## config.mk

```make
export PLATFORM = sky130hd
export DESIGN_NAME = segl1_engine
export DESIGN_NICKNAME = d
export VERILOG_FILES = /design/src/design/segl1_pkg.sv /design/src/design/segl1_engine.sv
export SDC_FILE = /design/constraint.sdc
export NUM_CORES = 1
export LEC_CHECK = 0
export BUFFER_PORTS_ARGS = -buffer_cell sky130_fd_sc_hd__buf_2
export CORE_MARGIN = 1
export CORE_UTILIZATION = 51
export CTS_CLUSTER_SIZE = 20
export DETAILED_ROUTE_END_ITERATION = 8
export PLACE_DENSITY_LB_ADDON = 0.1
export SLEW_MARGIN = 20
export SYNTH_ARGS = -nofsm -noshare
export SYNTH_HDL_FRONTEND = slang
export SYNTH_SLANG_ARGS = --single-unit
```

## constraint.sdc

```tcl
create_clock -name clk -period 10.5 [get_ports clk]
set_clock_uncertainty 0.15 [all_clocks]
set_input_delay 1.05 -clock clk [delete_from_list [all_inputs] [get_ports clk]]
set_output_delay 1.05 -clock clk [all_outputs]
set_load 0.05 [all_outputs]
```

## src/design/segl1_pkg.sv

```systemverilog
package segl1_pkg;

  localparam int unsigned MAX_ROWS_DEF    = 1024;
  localparam int unsigned MAX_COLUMNS_DEF = 4;

  localparam int unsigned SEG_W    = 11;
  localparam int unsigned ROW_W    = 10;
  localparam int unsigned COLI_W   = 2;
  localparam int unsigned SAMPLE_W = 32;
  localparam int unsigned COST_W   = 44;
  localparam int unsigned RCNT_W   = 11;
  localparam int unsigned CCNT_W   = 3;
  localparam int unsigned BIT_W    = 5;

  localparam logic [SAMPLE_W-1:0] SIGN_BIAS = 32'h8000_0000;

  localparam logic [0:0] REG_ROW_COUNT    = 1'b0;
  localparam logic [0:0] REG_COLUMN_COUNT = 1'b1;

  localparam logic CMD_LOAD  = 1'b0;
  localparam logic CMD_QUERY = 1'b1;

  typedef struct packed {
    logic [COST_W-1:0] cost;
    logic              status;
  } result_t;

endpackage

```

## src/design/segl1_engine.sv

```systemverilog
module segl1_engine #(
  parameter int unsigned MAX_ROWS    = segl1_pkg::MAX_ROWS_DEF,
  parameter int unsigned MAX_COLUMNS = segl1_pkg::MAX_COLUMNS_DEF,
  parameter int unsigned ADDR_W      = $clog2(MAX_ROWS * MAX_COLUMNS),
  parameter int unsigned COL_CW      = $clog2(MAX_COLUMNS + 1)
) (
  input  logic                             clk,
  input  logic                             rst_n,
  input  logic                             start,
  input  logic [segl1_pkg::SEG_W-1:0]      seg_start,
  input  logic [segl1_pkg::SEG_W-1:0]      seg_end,
  input  logic [segl1_pkg::RCNT_W-1:0]     row_count,
  input  logic [segl1_pkg::CCNT_W-1:0]     column_count,
  output logic                             idle,
  output logic                             rd_en,
  output logic [ADDR_W-1:0]                rd_addr,
  input  logic [segl1_pkg::SAMPLE_W-1:0]   rd_data,
  output logic                             res_valid,
  output segl1_pkg::result_t               res,
  input  logic                             res_ack
);

  localparam int unsigned SW    = segl1_pkg::SEG_W;
  localparam int unsigned DW    = segl1_pkg::SAMPLE_W;
  localparam int unsigned ACC_W = DW + SW + COL_CW + 1;
  localparam logic [ACC_W-1:0] COST_MAX = ACC_W'({segl1_pkg::COST_W{1'b1}});

  typedef enum logic [3:0] {
    ST_IDLE = 4'b0001,
    ST_SCAN = 4'b0010,
    ST_SUM  = 4'b0100,
    ST_DONE = 4'b1000
  } state_t;

  state_t                   state_r, state_nxt;
  logic [SW-1:0]            start_r, start_nxt, end_r, end_nxt, row_r, row_nxt;
  logic [SW-1:0]            k_r, k_nxt, k0_r, k0_nxt, cnt_r, cnt_nxt;
  logic [COL_CW-1:0]        cols_r, cols_nxt, col_r, col_nxt;
  logic [segl1_pkg::BIT_W-1:0] bit_r, bit_nxt;
  logic [DW-1:0]            prefix_r, prefix_nxt;
  logic                     issue_done_r, issue_done_nxt, pend_r, pend_nxt;
  logic [ACC_W-1:0]         acc_r, acc_nxt;
  segl1_pkg::result_t       res_r, res_nxt;

  logic [DW-1:0]  biased, hi_mask, diff;
  logic [DW:0]    mask_wide;
  logic           match, pass_end, too_far, short_seg;
  logic [SW-1:0]  len;
  logic [COL_CW-1:0] cols_sat;
  logic [31:0]    addr_full;

  assign idle      = (state_r == ST_IDLE);
  assign res_valid = (state_r == ST_DONE);
  assign res       = res_r;

  assign rd_en     = ((state_r == ST_SCAN) || (state_r == ST_SUM)) && !issue_done_r;
  assign addr_full = 32'(row_r) * MAX_COLUMNS + 32'(col_r);
  assign rd_addr   = addr_full[ADDR_W-1:0];

  assign biased    = rd_data ^ segl1_pkg::SIGN_BIAS;
  assign mask_wide = {(DW+1){1'b1}} << (6'(bit_r) + 6'd1);
  assign hi_mask   = mask_wide[DW-1:0];
  assign match     = (((biased ^ prefix_r) & hi_mask) == '0) && !biased[bit_r];
  assign diff      = (biased > prefix_r) ? (biased - prefix_r) : (prefix_r - biased);
  assign pass_end  = issue_done_r && !pend_r;

  assign too_far   = (32'(seg_end) > 32'(row_count)) || (32'(seg_end) > MAX_ROWS);
  assign short_seg = (seg_start >= seg_end) || ((seg_end - seg_start) <= SW'(1));
  assign len       = seg_end - seg_start;
  assign cols_sat  = (32'(column_count) > MAX_COLUMNS) ? COL_CW'(MAX_COLUMNS)
                                                      : COL_CW'(column_count);

  always_comb begin
    state_nxt      = state_r;
    start_nxt      = start_r;
    end_nxt        = end_r;
    row_nxt        = row_r;
    k_nxt          = k_r;
    k0_nxt         = k0_r;
    cnt_nxt        = cnt_r;
    cols_nxt       = cols_r;
    col_nxt        = col_r;
    bit_nxt        = bit_r;
    prefix_nxt     = prefix_r;
    issue_done_nxt = issue_done_r;
    pend_nxt       = rd_en;
    acc_nxt        = acc_r;
    res_nxt        = res_r;

    if (rd_en) begin
      row_nxt = row_r + SW'(1);
      if (row_r + SW'(1) == end_r) begin
        issue_done_nxt = 1'b1;
      end
    end

    case (state_r)
      ST_IDLE: begin
        if (start) begin
          start_nxt      = seg_start;
          end_nxt        = seg_end;
          row_nxt        = seg_start;
          cols_nxt       = cols_sat;
          col_nxt        = '0;
          bit_nxt        = segl1_pkg::BIT_W'(DW - 1);
          prefix_nxt     = '0;
          cnt_nxt        = '0;
          k_nxt          = (len + SW'(1)) >> 1;
          k0_nxt         = (len + SW'(1)) >> 1;
          acc_nxt        = '0;
          issue_done_nxt = 1'b0;
          res_nxt.cost   = '0;
          res_nxt.status = too_far;
          if (too_far || short_seg || (cols_sat == '0)) begin
            state_nxt = ST_DONE;
          end else begin
            state_nxt = ST_SCAN;
          end
        end
      end
      ST_SCAN: begin
        if (pend_r && match) begin
          cnt_nxt = cnt_r + SW'(1);
        end
        if (pass_end) begin
          cnt_nxt        = '0;
          row_nxt        = start_r;
          issue_done_nxt = 1'b0;
          if (k_r > cnt_r) begin
            prefix_nxt = prefix_r | (DW'(1) << bit_r);
            k_nxt      = k_r - cnt_r;
          end
          if (bit_r == '0) begin
            state_nxt = ST_SUM;
          end else begin
            bit_nxt = bit_r - segl1_pkg::BIT_W'(1);
          end
        end
      end
      ST_SUM: begin
        if (pend_r) begin
          acc_nxt = acc_r + ACC_W'(diff);
        end
        if (pass_end) begin
          row_nxt        = start_r;
          issue_done_nxt = 1'b0;
          if (col_r + COL_CW'(1) == cols_r) begin
            res_nxt.cost = (acc_r > COST_MAX) ? segl1_pkg::COST_W'(COST_MAX)
                                              : acc_r[segl1_pkg::COST_W-1:0];
            state_nxt    = ST_DONE;
          end else begin
            col_nxt    = col_r + COL_CW'(1);
            bit_nxt    = segl1_pkg::BIT_W'(DW - 1);
            prefix_nxt = '0;
            k_nxt      = k0_r;
            state_nxt  = ST_SCAN;
          end
        end
      end
      ST_DONE: begin
        if (res_ack) begin
          state_nxt = ST_IDLE;
        end
      end
      default: begin
        state_nxt = ST_IDLE;
      end
    endcase
  end

  always_ff @(posedge clk) begin
    if (!rst_n) begin
      state_r      <= ST_IDLE;
      issue_done_r <= 1'b1;
      pend_r       <= 1'b0;
    end else begin
      state_r      <= state_nxt;
      issue_done_r <= issue_done_nxt;
      pend_r       <= pend_nxt;
    end
  end

  always_ff @(posedge clk) begin
    start_r  <= start_nxt;
    end_r    <= end_nxt;
    row_r    <= row_nxt;
    k_r      <= k_nxt;
    k0_r     <= k0_nxt;
    cnt_r    <= cnt_nxt;
    cols_r   <= cols_nxt;
    col_r    <= col_nxt;
    bit_r    <= bit_nxt;
    prefix_r <= prefix_nxt;
    acc_r    <= acc_nxt;
    res_r    <= res_nxt;
  end

endmodule

```

==> out/results.ini <==
[status]
status=completed

[logic_synthesis]
netlist_area_mm2=0.0162
synth_area_per_cell_um2=9.06
synth_top_cell_by_area=edfxtp_1
ys_top_cells_by_count=nor2_1, edfxtp_1, a21oi_1, ha_1, inv_1
ys_ff_latch=206
seq_area_frac_synth=0.370
netlist_top_cells_area=edfxtp_1, ha_1, nor2_1, a21oi_1, xnor2_1
synthFlopType=edfxtp_1
synth-async-reset-ratio=0
synth_fp_nets=2019
synth_top_area_frac=0.349
synth_most_common_cell=nor2_1
yosysWarningCount=0
synthCells=1794
yosysUniqueCellTypes=81
synth_edf_count=189

[place]
placed_cells=2253
dp_hpwl_mm=34.1
dpl_cell_area_mm2=0.0172
port_buffers=131
place_congestion=1.02
pre_cts_ws_ns=3.42

[floorplanning]
fp.dieH_um=180
ioPinCount=132
dieArea_mm2=0.0326
core_area_mm2=0.0310
start_util=0.524
fp.dieW_um=180
rows=64

[global_routing]
grt-ovfl-total=0
grt_max_degree=90
antenna_found_initial=5
first_global_vias=13300
grt_pass1_wl_mm=71.1
grt_util_all_layers=0.271

[setup_path]
timing.rr.start=prefix_r[25]$_SDFFCE_PN0P_
worst_setup_path_end_kind=flip-flop
cp_data_arrival_time_ns=6.82
cpMaxStageDelayCell=ha_1
crit_path_max_incr_delay_ns=0.52
cp-start-kind=primary input
crit_path_end=acc_r[43]$_SDFFCE_PN0P_
ff2ff_path_depth=21
worstPathRequired_ns=10.73
crit_start=rd_data[25]
reg2reg_to=acc_r[43]$_SDFFCE_PN0P_
worstSetupPathType=primary input to flip-flop
ff2ff_setup_slack_ns=4.16
cp_cell_sequence=buf_2 -> inv_1 -> ha_1 -> a211oi_1 -> o211ai_1 -> a221oi_2 -> o211ai_2 -> o21ai_4 -> buf_4 -> mux2i_1 -> a221o_1 -> xor2_1 -> ha_1 -> a21oi_1 -> a21boi_0 -> o31ai_1 -> nand3_1 -> a21o_1 -> o21ai_2 -> a31o_2 -> nand3_1 -> or3_1 -> a21oi_1
cp_max_fo=39

[clocking]
cts_resized=0
cts.root.buffer_cell=clkbuf_16
clk_latency_ns=0.54
postCtsHoldBufs=0
cts_setup_buffers=0
clk_pin_slew_worst_paths_ns=0.06
cts_tree=built
h-tree-depth=1
cts_buffer_depth=3
cts_made_buffers=25
clock-sinks=206

[timing]
final.setup.tns_ns=0
finalCritPeriodShare=0.628
slew_viol_final=0
slew_headroom=0.338
max_freq_mhz=152
period_needed_ns=6.59
fin_ws_ns=3.91
grt_setup_unrepaired=no
worstMarginPinSlew_ns=0.994
hold_viol=0
finalSetupViolations=0

[finish]
stdcell_count=2301
final_util=0.582
multi_input_area_mm2=0.00938
drive_gt1_frac=0.119
nNetsFinal=2109
post-route-cell-area_mm2=0.0180
seq_area_mm2=0.00602
synthToLayoutAreaGrowth_pct=10.9
nFillCells=2800

[power_and_ir_drop]
p_clk_frac=0.288
combPwrFrac=0.376
leakage_nw=7.71
power_switching_mw=1.13
max-vdd-ir-drop_mv=0.131
p_seq_frac=0.335
switching_share=0.365
p_int_mw=1.96
power.density_mw_per_mm2=172

[drt]
ant_nets=0
routed_wl_mm=44.4
drt-wirelength-per-cell_um=19.3
dr.pass1.iters=5
drtIter0Drc=1179
vias_per_cell=5.91
drc=0
routed-via-count=13600

[job]
cap_viol_max_count=0

[min_path]
hold_class=flip-flop to flip-flop

==> power by group through the flow <==
stage                     registers, mW  logic (mW)  clock network (mW)
after floorplan                    1.08       0.857                   0
after global placement             1.05        1.15                   0
after detailed placement           1.05        1.15                   0
after CTS                          1.04        1.16               0.909
after global routing               1.04        1.28               0.938
final                              1.04        1.16               0.891
==> layer usage <==
metal,GRT usage,wire [um]
met1,0.351,19200
met2,0.457,21000
met3,0.0507,2740
met4,0.0827,1350
met5,0,36
==> final cells by class <==
type | count | share of cell area
multi-input combinational | 1368 | 0.521
sequential | 206 | 0.334
timing repair buffer | 144 | 0.0418
clock buffer | 36 | 0.0392
inverter | 139 | 0.0290
tap | 396 | 0.0275
clock inverter | 10 | 0.00778
antenna | 2 | 0.000278
==> kinds of logic after synthesis <==
| family | share of synthesized area |
|---|---|
| and+or+nand+nor | 0.161 |
| AOI/OAI and AO/OA | 0.193 |
| buffers and inverters | 0.0549 |
| DFF | 0.370 |
| adders and majority gates | 0.120 |
| xor gates and xnor gates | 0.0749 |
| muxes | 0.0254 |
==> registers in the layout, indices dropped and copies added (netlist names) <==
register and flops:
end_r 11, issue_done_r 1, row_r 11, cnt_r 11, bit_r 5, col_r 3
k_r 11, state_r 4, acc_r 47, res 45, prefix_r 32, k0_r 10
cols_r 3, pend_r 1, start_r 11
==> how the worst min path moves through the flow <==
stage                               from          endpoint  depth (start not counted)
finish              start_r[6]$_DFFE_PP_  row_r[6]$_DFF_P_                          2
global route        start_r[6]$_DFFE_PP_  row_r[6]$_DFF_P_                          2
CTS                 start_r[6]$_DFFE_PP_  row_r[6]$_DFF_P_                          2
detailed placement  start_r[5]$_DFFE_PP_  row_r[5]$_DFF_P_                          2
global placement    start_r[6]$_DFFE_PP_  row_r[6]$_DFF_P_                          2
floorplan           start_r[0]$_DFFE_PP_  row_r[0]$_DFF_P_                          2
==> critical path: cells and delay by family <==
| family | cells | cell delay [ns] |
|---|---|---|
| and+or+nand+nor | 3 | 0.64 |
| xor gates and xnor gates | 1 | 0.16 |
| muxes | 1 | 0.13 |
| adders and majority gates | 2 | 0.92 |
| buffers and inverters | 3 | 0.63 |
| AOI/OAI and AO/OA | 13 | 3.25 |
==> through the flow <==
step,hold WS [ns],power (mW)
5_1_grt,0.342,3.26
3_5_place_dp,0.307,2.20
4_1_cts,0.315,3.11
3_3_place_gp,0.299,2.20
2_1_floorplan,0.291,1.94
6_report,0.318,3.09
==> placed cells by master (no fill, tap or decap), types with 6 or more instances in the layout <==
master     Yosys  routed
a211oi_1      12      12
a21boi_0       6       6
a21o_1        65      65
a21oi_1      152     151
a221o_1       10      10
a22oi_1       14      14
a31oi_1       16      16
and2_1        10      10
and3_1        17      17
buf_2         11     131
buf_4          8      13
clkbuf_1      50       7
clkbuf_16      0      25
dfxtp_1       17      17
edfxtp_1     189     189
ha_1         148     148
inv_1        138     138
mux2i_1       15      15
mux4_2        10      10
nand2_1       92      91
nand2b_1       9       9
nand3_1       60      60
nand3b_1       7       7
nand4_1       34      34
nor2_1       264     264
nor2b_1       18      18
nor3_1        24      24
nor4_1         6       6
o211ai_1      15      15
o21a_1        12      12
o21ai_0       81      80
o21ai_1       12      11
o21bai_1      13      13
o31ai_1       10      10
or3_1         11      11
xnor2_1       79      79
xor2_1        60      60
Note: power is estimated with default switching activity, not from simulation.
